File: src/rtl/core/i2crm_pkg.sv
// Shared types, codes and the segment plan for the register-access I2C master.
// Used by i2crm_step and i2c_register_access_master_core.
package i2crm_pkg;

	typedef enum logic [1:0] {
		ACT_TICK  = 2'd0,
		ACT_WRITE = 2'd1,
		ACT_READ  = 2'd2,
		ACT_PROBE = 2'd3
	} action_t;

	typedef enum logic [1:0] {
		ST_OK       = 2'd0,
		ST_IO_ERROR = 2'd1,
		ST_REJECTED = 2'd2
	} status_t;

	typedef enum logic [3:0] {
		PH_IDLE     = 4'd0,
		PH_START    = 4'd1,
		PH_WRITE    = 4'd2,
		PH_WACK     = 4'd3,
		PH_READ_PRE = 4'd4,
		PH_READ     = 4'd5,
		PH_RACK     = 4'd6,
		PH_STOP     = 4'd7,
		PH_CLR_INIT = 4'd8,
		PH_CLR_LOW  = 4'd9,
		PH_CLR_HIGH = 4'd10,
		PH_CLR_SDA0 = 4'd11,
		PH_CLR_SCL1 = 4'd12,
		PH_CLR_SDA1 = 4'd13,
		PH_WAIT     = 4'd14
	} phase_t;

	typedef enum logic [2:0] {
		K_START = 3'd0,
		K_WADDR = 3'd1,
		K_WREG  = 3'd2,
		K_WVAL  = 3'd3,
		K_RADDR = 3'd4,
		K_READ  = 3'd5,
		K_STOP  = 3'd6
	} kind_t;

	typedef enum logic [1:0] {
		CFG_RETRY_LIMIT  = 2'd0,
		CFG_CLEAR_PULSES = 2'd1,
		CFG_CLEAR_HALF   = 2'd2,
		CFG_RETRY_WAIT   = 2'd3
	} cfg_index_t;

	localparam logic [3:0]  RETRY_LIMIT_RST  = 4'd5;
	localparam logic [3:0]  CLEAR_PULSES_RST = 4'd9;
	localparam logic [7:0]  CLEAR_HALF_RST   = 8'd50;
	localparam logic [15:0] RETRY_WAIT_RST   = 16'd250;
	localparam logic [3:0]  ATTEMPT_MAX      = 4'd15;
	localparam logic [3:0]  BITS_PER_BYTE    = 4'd8;

	typedef struct packed {
		logic [3:0]  retry_limit;
		logic [3:0]  clear_pulse_count;
		logic [7:0]  clear_half_ticks;
		logic [15:0] retry_wait_ticks;
	} cfg_t;

	typedef struct packed {
		action_t    action;
		logic [6:0] device_address;
		logic [7:0] register_address;
		logic [7:0] write_value;
		logic       sda_sampled;
	} item_t;

	typedef struct packed {
		logic       scl_level;
		logic       sda_level;
		logic       busy_res;
		logic       done_res;
		status_t    status;
		logic [7:0] read_data;
		logic [15:0] recovery_count;
	} res_t;

	typedef struct packed {
		phase_t      phase;
		logic [1:0]  sub;
		logic [3:0]  bit_index;
		logic [7:0]  shift_byte;
		action_t     held_action;
		logic [6:0]  held_device_address;
		logic [7:0]  held_register_address;
		logic [7:0]  held_write_value;
		logic [3:0]  attempt_count;
		logic [15:0] wait_counter;
		logic [3:0]  pulse_counter;
		logic [15:0] recoveries;
		logic [7:0]  received_byte;
		logic [2:0]  seg;
		logic        nack_seen;
		logic        scl_drive;
		logic        sda_drive;
		status_t     last_status;
	} state_t;

	// Idle with both lines released.
	localparam state_t STATE_RST = '{
		phase: PH_IDLE,
		sub: 2'd0,
		bit_index: 4'd0,
		shift_byte: 8'd0,
		held_action: ACT_TICK,
		held_device_address: 7'd0,
		held_register_address: 8'd0,
		held_write_value: 8'd0,
		attempt_count: 4'd0,
		wait_counter: 16'd0,
		pulse_counter: 4'd0,
		recoveries: 16'd0,
		received_byte: 8'd0,
		seg: 3'd0,
		nack_seen: 1'b0,
		scl_drive: 1'b1,
		sda_drive: 1'b1,
		last_status: ST_OK
	};

	// Segment sequence of each command; an unknown action runs as a probe.
	function automatic kind_t plan_kind(action_t a, logic [2:0] seg);
		kind_t k;
		k = K_STOP;
		case (a)
			ACT_WRITE: begin
				case (seg)
					3'd0:    k = K_START;
					3'd1:    k = K_WADDR;
					3'd2:    k = K_WREG;
					3'd3:    k = K_WVAL;
					default: k = K_STOP;
				endcase
			end
			ACT_READ: begin
				case (seg)
					3'd0:    k = K_START;
					3'd1:    k = K_WADDR;
					3'd2:    k = K_WREG;
					3'd3:    k = K_START;
					3'd4:    k = K_RADDR;
					3'd5:    k = K_READ;
					default: k = K_STOP;
				endcase
			end
			default: begin
				case (seg)
					3'd0:    k = K_START;
					3'd1:    k = K_WADDR;
					default: k = K_STOP;
				endcase
			end
		endcase
		return k;
	endfunction

endpackage

File: src/rtl/core/i2c_register_access_master_core.sv
// Top level of the bit-banged register-access I2C master: handshakes,
// configuration registers, input, state and result registers. Depends on
// i2crm_pkg and i2crm_step.
//
// Usage: every item on the s_ channel is one bus half-period tick. s_tuser
// carries the action (tick only, write, read, probe); s_tdata carries the
// device address, register address, write value and the sampled SDA level.
// Every accepted item yields exactly one result item on the m_ channel with
// the SCL and SDA drive levels, busy, done, status, last read byte and the
// recovery count. A command given while busy is dropped and marks status 2.
// The result item passes through two registers: the input register takes
// the item, the state update between them is combinational, and the result
// register holds its result. One item is taken per cycle while the receiver
// does not stall. When the receiver stalls, the result register holds and
// the input register fills, then s_tready drops.
// Reset clears the lines to released, the state to idle and the registers
// to 5 attempts, 9 clear pulses, 50 ticks per half pulse, 250 wait ticks.
// The cfg channel is always ready; the user must write it only while idle, as the block itself does not enforce this.
module i2c_register_access_master_core import i2crm_pkg::*; (
	input  logic        clk,
	input  logic        arst_n,
	input  logic        s_tvalid,
	output logic        s_tready,
	// [6:0] device_address, [14:7] register_address, [22:15] write_value,
	// [23] sda_sampled
	input  logic [23:0] s_tdata,
	// [1:0] action
	input  logic [1:0]  s_tuser,
	output logic        m_tvalid,
	input  logic        m_tready,
	// [0] scl_level, [1] sda_level, [2] busy_res, [3] done_res, [5:4] status,
	// [13:6] read_data, [29:14] recovery_count, [31:30] zero
	output logic [31:0] m_tdata,
	input  logic        cfg_valid,
	output logic        cfg_ready,
	input  logic [1:0]  cfg_index,
	input  logic [15:0] cfg_data
);

	cfg_t   cfg_q;
	item_t  item_s1;
	logic   valid_s1;
	state_t st_q;
	state_t st_next;
	res_t   res;
	res_t   res_s2;
	logic   valid_s2;
	logic   advance;

	assign cfg_ready = 1'b1;
	assign advance = valid_s1 && (!valid_s2 || m_tready);
	assign s_tready = !valid_s1 || advance;

	always_ff @(posedge clk or negedge arst_n) begin
		if (!arst_n) begin
			cfg_q.retry_limit <= RETRY_LIMIT_RST;
			cfg_q.clear_pulse_count <= CLEAR_PULSES_RST;
			cfg_q.clear_half_ticks <= CLEAR_HALF_RST;
			cfg_q.retry_wait_ticks <= RETRY_WAIT_RST;
		end else if (cfg_valid && cfg_ready) begin
			case (cfg_index_t'(cfg_index))
				CFG_RETRY_LIMIT:  cfg_q.retry_limit <= cfg_data[3:0];
				CFG_CLEAR_PULSES: cfg_q.clear_pulse_count <= cfg_data[3:0];
				CFG_CLEAR_HALF:   cfg_q.clear_half_ticks <= cfg_data[7:0];
				default:          cfg_q.retry_wait_ticks <= cfg_data;
			endcase
		end
	end

	// input register
	always_ff @(posedge clk or negedge arst_n) begin
		if (!arst_n) begin
			valid_s1 <= 1'b0;
		end else if (s_tready) begin
			valid_s1 <= s_tvalid;
		end
	end

	always_ff @(posedge clk) begin
		if (s_tvalid && s_tready) begin
			item_s1.action <= action_t'(s_tuser);
			item_s1.device_address <= s_tdata[6:0];
			item_s1.register_address <= s_tdata[14:7];
			item_s1.write_value <= s_tdata[22:15];
			item_s1.sda_sampled <= s_tdata[23];
		end
	end

	i2crm_step u_step (
		.st      (st_q),
		.item    (item_s1),
		.cfg     (cfg_q),
		.st_next (st_next),
		.res     (res)
	);

	// advance the bus state once per processed item
	always_ff @(posedge clk or negedge arst_n) begin
		if (!arst_n) begin
			st_q <= STATE_RST;
		end else if (advance) begin
			st_q <= st_next;
		end
	end

	// result register
	always_ff @(posedge clk or negedge arst_n) begin
		if (!arst_n) begin
			valid_s2 <= 1'b0;
		end else if (advance) begin
			valid_s2 <= 1'b1;
		end else if (m_tready) begin
			valid_s2 <= 1'b0;
		end
	end

	always_ff @(posedge clk) begin
		if (advance) res_s2 <= res;
	end

	assign m_tvalid = valid_s2;
	assign m_tdata = {2'b00, res_s2.recovery_count, res_s2.read_data, res_s2.status,
		res_s2.done_res, res_s2.busy_res, res_s2.sda_level, res_s2.scl_level};

endmodule

File: src/rtl/core/i2crm_step.sv
// One bus half-step of the I2C master: next state and result from state and item.
// Depends on i2crm_pkg.
module i2crm_step import i2crm_pkg::*; (
	input  state_t st,
	input  item_t  item,
	input  cfg_t   cfg,
	output state_t st_next,
	output res_t   res
);

	logic rejected;
	logic done;

	function automatic state_t seg_begin(state_t s);
		state_t r;
		r = s;
		r.sub = 2'd0;
		r.bit_index = 4'd0;
		r.phase = PH_WRITE;
		case (plan_kind(s.held_action, s.seg))
			K_START: r.phase = PH_START;
			K_WADDR: r.shift_byte = {s.held_device_address, 1'b0};
			K_WREG:  r.shift_byte = s.held_register_address;
			K_WVAL:  r.shift_byte = s.held_write_value;
			K_RADDR: r.shift_byte = {s.held_device_address, 1'b1};
			K_READ: begin
				r.shift_byte = 8'd0;
				r.phase = PH_READ_PRE;
			end
			default: r.phase = PH_STOP;
		endcase
		return r;
	endfunction

	function automatic state_t seg_next(state_t s);
		state_t r;
		r = s;
		r.seg = 3'(s.seg + 3'd1);
		return seg_begin(r);
	endfunction

	function automatic state_t attempt_start(state_t s);
		state_t r;
		r = s;
		r.seg = 3'd0;
		r.nack_seen = 1'b0;
		return seg_begin(r);
	endfunction

	always_comb begin
		state_t n;
		logic [15:0] half;
		logic [15:0] cnt;
		logic        hold_ok;
		logic [3:0]  lim;
		logic        wait_end;

		n = st;
		rejected = 1'b0;
		done = 1'b0;
		half = (cfg.clear_half_ticks == 8'd0) ? 16'd1 : {8'd0, cfg.clear_half_ticks};
		lim = (cfg.retry_limit == 4'd0) ? 4'd1 : cfg.retry_limit;

		if (item.action != ACT_TICK) begin
			if (st.phase != PH_IDLE) begin
				rejected = 1'b1;
			end else begin
				n.held_action = item.action;
				n.held_device_address = item.device_address;
				n.held_register_address = item.register_address;
				n.held_write_value = item.write_value;
				n.attempt_count = 4'd0;
				n.wait_counter = 16'd0;
				n = attempt_start(n);
			end
		end

		// bus-clear hold counter
		cnt = 16'(n.wait_counter + 16'd1);
		hold_ok = (cnt >= half);
		wait_end = 1'b0;

		case (n.phase)
			PH_START: begin
				case (n.sub)
					2'd0:    n.sda_drive = 1'b1;
					2'd1:    n.scl_drive = 1'b1;
					2'd2:    n.sda_drive = 1'b0;
					default: n.scl_drive = 1'b0;
				endcase
				if (n.sub == 2'd3) n = seg_next(n);
				else n.sub = 2'(n.sub + 2'd1);
			end
			PH_WRITE: begin
				if (n.sub == 2'd0) begin
					n.sda_drive = n.shift_byte[7];
					n.sub = 2'd1;
				end else if (n.sub == 2'd1) begin
					n.scl_drive = 1'b1;
					n.sub = 2'd2;
				end else begin
					n.scl_drive = 1'b0;
					n.shift_byte = {n.shift_byte[6:0], 1'b0};
					n.sub = 2'd0;
					n.bit_index = 4'(n.bit_index + 4'd1);
					if (n.bit_index >= BITS_PER_BYTE) begin
						n.bit_index = 4'd0;
						n.phase = PH_WACK;
					end
				end
			end
			PH_WACK: begin
				case (n.sub)
					2'd0:    n.sda_drive = 1'b1;
					2'd1:    n.scl_drive = 1'b1;
					2'd2:    n.nack_seen = item.sda_sampled;
					default: n.scl_drive = 1'b0;
				endcase
				if (n.sub == 2'd3) begin
					if (n.nack_seen) begin
						n.phase = PH_STOP;
						n.sub = 2'd0;
					end else begin
						n = seg_next(n);
					end
				end else begin
					n.sub = 2'(n.sub + 2'd1);
				end
			end
			PH_READ_PRE: begin
				n.sda_drive = 1'b1;
				n.phase = PH_READ;
				n.sub = 2'd0;
				n.bit_index = 4'd0;
			end
			PH_READ: begin
				if (n.sub == 2'd0) begin
					n.scl_drive = 1'b1;
					n.sub = 2'd1;
				end else if (n.sub == 2'd1) begin
					n.shift_byte = {n.shift_byte[6:0], item.sda_sampled};
					n.sub = 2'd2;
				end else begin
					n.scl_drive = 1'b0;
					n.sub = 2'd0;
					n.bit_index = 4'(n.bit_index + 4'd1);
					if (n.bit_index >= BITS_PER_BYTE) begin
						n.bit_index = 4'd0;
						n.phase = PH_RACK;
					end
				end
			end
			PH_RACK: begin
				case (n.sub)
					2'd0:    n.sda_drive = 1'b1;
					2'd1:    n.scl_drive = 1'b1;
					2'd2:    n.scl_drive = 1'b0;
					default: n.sda_drive = 1'b1;
				endcase
				if (n.sub == 2'd3) n = seg_next(n);
				else n.sub = 2'(n.sub + 2'd1);
			end
			PH_STOP: begin
				if (n.sub == 2'd0) begin
					n.sda_drive = 1'b0;
					n.sub = 2'd1;
				end else if (n.sub == 2'd1) begin
					n.scl_drive = 1'b1;
					n.sub = 2'd2;
				end else begin
					n.sda_drive = 1'b1;
					n.sub = 2'd0;
					if (n.nack_seen) begin
						n.recoveries = 16'(n.recoveries + 16'd1);
						n.phase = PH_CLR_INIT;
					end else begin
						if (n.held_action == ACT_READ) n.received_byte = n.shift_byte;
						n.phase = PH_IDLE;
						n.last_status = ST_OK;
						done = 1'b1;
					end
				end
			end
			PH_CLR_INIT: begin
				n.scl_drive = 1'b1;
				n.sda_drive = 1'b1;
				n.wait_counter = 16'd0;
				n.pulse_counter = 4'd0;
				n.phase = (cfg.clear_pulse_count != 4'd0) ? PH_CLR_LOW : PH_CLR_SDA0;
			end
			PH_CLR_LOW: begin
				n.scl_drive = 1'b0;
				n.wait_counter = hold_ok ? 16'd0 : cnt;
				if (hold_ok) n.phase = PH_CLR_HIGH;
			end
			PH_CLR_HIGH: begin
				n.scl_drive = 1'b1;
				n.wait_counter = hold_ok ? 16'd0 : cnt;
				if (hold_ok) begin
					n.pulse_counter = 4'(n.pulse_counter + 4'd1);
					n.phase = (n.pulse_counter >= cfg.clear_pulse_count) ?
						PH_CLR_SDA0 : PH_CLR_LOW;
				end
			end
			PH_CLR_SDA0: begin
				n.sda_drive = 1'b0;
				n.wait_counter = hold_ok ? 16'd0 : cnt;
				if (hold_ok) n.phase = PH_CLR_SCL1;
			end
			PH_CLR_SCL1: begin
				n.scl_drive = 1'b1;
				n.wait_counter = hold_ok ? 16'd0 : cnt;
				if (hold_ok) n.phase = PH_CLR_SDA1;
			end
			PH_CLR_SDA1: begin
				n.sda_drive = 1'b1;
				n.wait_counter = hold_ok ? 16'd0 : cnt;
				if (hold_ok) begin
					if (n.attempt_count < ATTEMPT_MAX) n.attempt_count = 4'(n.attempt_count + 4'd1);
					if (cfg.retry_wait_ticks == 16'd0) wait_end = 1'b1;
					else n.phase = PH_WAIT;
				end
			end
			PH_WAIT: begin
				n.wait_counter = cnt;
				if (cnt >= cfg.retry_wait_ticks) wait_end = 1'b1;
			end
			default: n.phase = PH_IDLE;
		endcase

		// end of retry wait: report io error or start the next attempt
		if (wait_end) begin
			n.wait_counter = 16'd0;
			if (n.attempt_count >= lim) begin
				n.phase = PH_IDLE;
				n.last_status = ST_IO_ERROR;
				done = 1'b1;
			end else begin
				n = attempt_start(n);
			end
		end

		st_next = n;
	end

	always_comb begin
		res.scl_level = st_next.scl_drive;
		res.sda_level = st_next.sda_drive;
		res.busy_res = (st_next.phase != PH_IDLE);
		res.done_res = done;
		res.status = rejected ? ST_REJECTED : st_next.last_status;
		res.read_data = st_next.received_byte;
		res.recovery_count = st_next.recoveries;
	end

endmodule

File: config.mk
export PLATFORM = sky130hd
export DESIGN_NAME = i2c_register_access_master_core
export DESIGN_NICKNAME = d
export VERILOG_FILES = /design/src/rtl/core/i2crm_pkg.sv /design/src/rtl/core/i2c_register_access_master_core.sv /design/src/rtl/core/i2crm_step.sv
export SDC_FILE = /design/constraint.sdc
export NUM_CORES = 1
export LEC_CHECK = 0
export ABC_CLOCK_PERIOD_IN_PS = 7770
export BUFFER_PORTS_ARGS = -buffer_cell sky130_fd_sc_hd__buf_2
export CAP_MARGIN = 30
export CORE_MARGIN = 5
export CORE_UTILIZATION = 23
export CTS_BUF_LIST = sky130_fd_sc_hd__clkbuf_2
export DETAILED_ROUTE_END_ITERATION = 7
export SETUP_SLACK_MARGIN = 0.5
export SYNTH_ARGS = -nofsm -noshare
export SYNTH_HDL_FRONTEND = slang
export SYNTH_SLANG_ARGS = --single-unit
File: constraint.sdc
create_clock -name clk -period 7.77 [get_ports clk]
set_clock_uncertainty 0.1 [all_clocks]
set_input_delay 1.554 -clock clk [delete_from_list [all_inputs] [get_ports clk]]
set_output_delay 1.554 -clock clk [all_outputs]
set_load 0.03 [all_outputs]
==> impl_metrics.env <==
export IMPL_status="finished with violations"
export IMPL_violations="design-rule violations"
export IMPL_synth_edff_count=56
export IMPL_htreeDepth=4
export IMPL_endpoint_kind="register"
export IMPL_cts_made_buffers=17
export IMPL_crit_path_start_kind="register"
export IMPL_antenna_found_initial=1
export IMPL_drt_first_pass_iters=8
export IMPL_portBuffers=80
export IMPL_drive_above_1_share_pct=21.08
export IMPL_grt_use_total_pct=10.63
export IMPL_power_density_nw_per_um2=323.3
export IMPL_num_vias=8179
export IMPL_synth_main_ff_cell="dfrtp_1"
export IMPL_holdBufCountCts=0
export IMPL_nNetsFinal=1197
export IMPL_die_area_sq_um=51040
export IMPL_holdWs_ns=0.4032
export IMPL_clock_fmax_mhz=152.0
export IMPL_period_minus_slack_ns=6.579
export IMPL_cp_max_fo=28
export IMPL_ctsResizeCount=0
export IMPL_die_w_microns=225.9
export IMPL_place_hpwl_microns=19410
export IMPL_synth_seq_area_share_pct=46.89
export IMPL_synth_top_area_share_pct=27.53
export IMPL_dp_cells=1685
export IMPL_yosysWarnings=0
export IMPL_synthArstFlopShare_pct=70.37
export IMPL_start_util_pct=23.13
export IMPL_cts_sinks=189
export IMPL_drv_slew=0
export IMPL_pin_count=84
export IMPL_postCtsSetupRepairBufs=0
export IMPL_synth_avg_cell_area_sq_um=10.42
export IMPL_hold_viol=0
export IMPL_ant_nets=0
export IMPL_detail_route_wl_per_cell_microns=15.80
export IMPL_vias_per_cell=4.761
export IMPL_fin_setup_tns_ns=0
export IMPL_p_leak_nw=5.147
export IMPL_drt_iter0_drc=581
export IMPL_r2r_start="st_q[95]"
export IMPL_min_delay_worst_endpoint="st_q[31]"
export IMPL_fin_util_pct=26.05
export IMPL_grt_max_degree=90
export IMPL_path_class="register to register"
export IMPL_rsz0062_at_grt="no"
export IMPL_cts_buffer_depth=2
export IMPL_grt_pass1_vias=8071
export IMPL_synth_ff_latch_count=189
export IMPL_worstPathRequired_ns=8.45
export IMPL_root_buffer="clkbuf_2"
export IMPL_rows=79
export IMPL_arrival_ns=7.26
export IMPL_r2r_end="st_q[89]"
export IMPL_die_y_microns=225.9
export IMPL_drc=1
export IMPL_yosysTopAreaCell="dfrtp_1"
export IMPL_core_sq_um=46360
export IMPL_totalWireLength_microns=27140
export IMPL_reg2reg_depth=21
export IMPL_fin_total_pwr_mw=3.905
export IMPL_min_period_over_period_pct=84.67
export IMPL_grt_pass1_wl_microns=43110
export IMPL_min_from="st_q[31]"
export IMPL_tightest_slew_ns=0.9888
export IMPL_hold_path_class="register to register"
export IMPL_synth_area_leaders="dfrtp_1 (28%), edfxtp_1 (16%), mux2_2 (6.4%), ha_1 (6.0%), nand2_1 (3.9%)"
export IMPL_synth_cells=1029
export IMPL_clk_pin_slew_worst_paths_ns=0.32
export IMPL_synth_common_cells="dfrtp_1 (118), nand2_1 (111), mux2_2 (61), inv_1 (59), edfxtp_1 (56)"
export IMPL_synth_most_common_cell="dfrtp_1"
export IMPL_min_path_cells=1
export IMPL_cts_tree="done"
export IMPL_grt_ovfl_total=0
export IMPL_stdcell_count=1718
export IMPL_peakVddDrop_uv=151.3
export IMPL_clkLatencyLatePin_ns=0.92
export IMPL_setup_viol=0
export IMPL_r2r_slack_ns=1.19
export IMPL_drv_cap=0
export IMPL_syn_to_final_growth_pct=12.61
export IMPL_synth_cell_types=80
export IMPL_place_gp_congestion=0.8241
export IMPL_syn_cell_area_sq_um=10720
export IMPL_slew_headroom_pct=33.92
## worst max path at each step
| stage | cells past startpoint | startpoint | end | slack, ns |
|---|---|---|---|---|
| after global placement | 21 | st_q[95] | st_q[4] | 1.52 |
| after floorplan | 24 | item_s1[24] | st_q[4] | 1.94 |
| after detailed placement | 21 | st_q[95] | st_q[5] | 1.34 |
| final | 21 | st_q[95] | st_q[89] | 1.19 |
| after CTS | 21 | st_q[95] | st_q[89] | 1.29 |
| after global routing | 21 | st_q[95] | st_q[89] | 0.73 |
## worst max-delay path, cell delays in order (launching register included)
cell and delay, ns:
dfrtp_1 0.79, nor4_2 0.77, nand2_1 0.17, and2_1 0.25, ha_1 0.24, nand3_1 0.11, xor2_1 0.07, nor2_1 0.22
ha_1 0.30, a21o_1 0.18, a221oi_1 0.42, o211ai_1 0.27, nor3_4 0.38, a311oi_2 0.15, xnor2_1 0.19, ha_1 0.30
nand2b_1 0.14, a21o_1 0.18, a21o_1 0.18, a21oi_1 0.40, nor2b_1 0.49, o31ai_1 0.13
## power by group
part / internal [mW] / switching, mW / total (mW)
clock: 0.117 / 0.426 / 0.543
combinational: 0.749 / 1.21 / 1.96
sequential: 1.23 / 0.167 / 1.40
total: 2.10 / 1.81 / 3.90
## stage by stage
step	setup slack, ns	instance area, sq um
final	1.191	12080
after global routing	0.7303	12080
after CTS	1.295	12070
after detailed placement	1.345	11800
after global placement	1.523	11780
after floorplan	1.941	10730
## flip-flops by register name, indices dropped and copies added (netlist names)
name      flops
valid_s1      1
item_s1      26
cfg_q        32
m_tvalid      1
m_tdata      30
st_q         99
## placed cells by master, fill, tap and decap left out, types with 16 or more instances in the layout
master	n
nor3_1	29
nand4_1	18
buf_2	79
ha_1	51
edfxtp_1	56
clkbuf_2	17
nor4_1	16
nor2_1	49
dfrtp_1	118
a21oi_1	40
mux2_2	61
xor2_1	25
nand3_1	33
mux2i_1	17
a31oi_1	17
xnor2_1	18
inv_1	59
o21ai_0	46
nand2_1	111
## kinds of logic after synthesis
| family | count (synthesis) | synth area share, % |
|---|---|---|
| AND/OR/NAND/NOR | 329 | 15.62 |
| AO/OA/AOI/OAI | 224 | 14.44 |
| flip-flops | 189 | 46.89 |
| buffers and inverters | 106 | 4.048 |
| multiplexers | 85 | 9.462 |
| adder cells (fa/ha/maj) | 51 | 5.950 |
| XOR/XNOR | 43 | 3.512 |
| other | 2 | 0.07003 |
## final cells by class
type,instances,area [sq um]
Antenna cell,1,2.502
Clock buffer,17,85.08
Clock inverter,15,190.2
Fill cell,4871,34280
Inverter,60,225.2
Multi-Input combinational cell,735,5270
Sequential cell,189,5029
Tap cell,607,759.5
Timing Repair Buffer,94,515.5
## routing by layer
metal  track usage [%]  part of all wire (%)  vias to the layer above
met1             13.27                    43                     3990
met3             2.223                   4.6                       54
li1                  -                     -                     3912
met5                 0                     0                        -
met2             18.05                    49                      223
met4             4.178                   2.7                        0
Power figures use the tool's default switching activity.
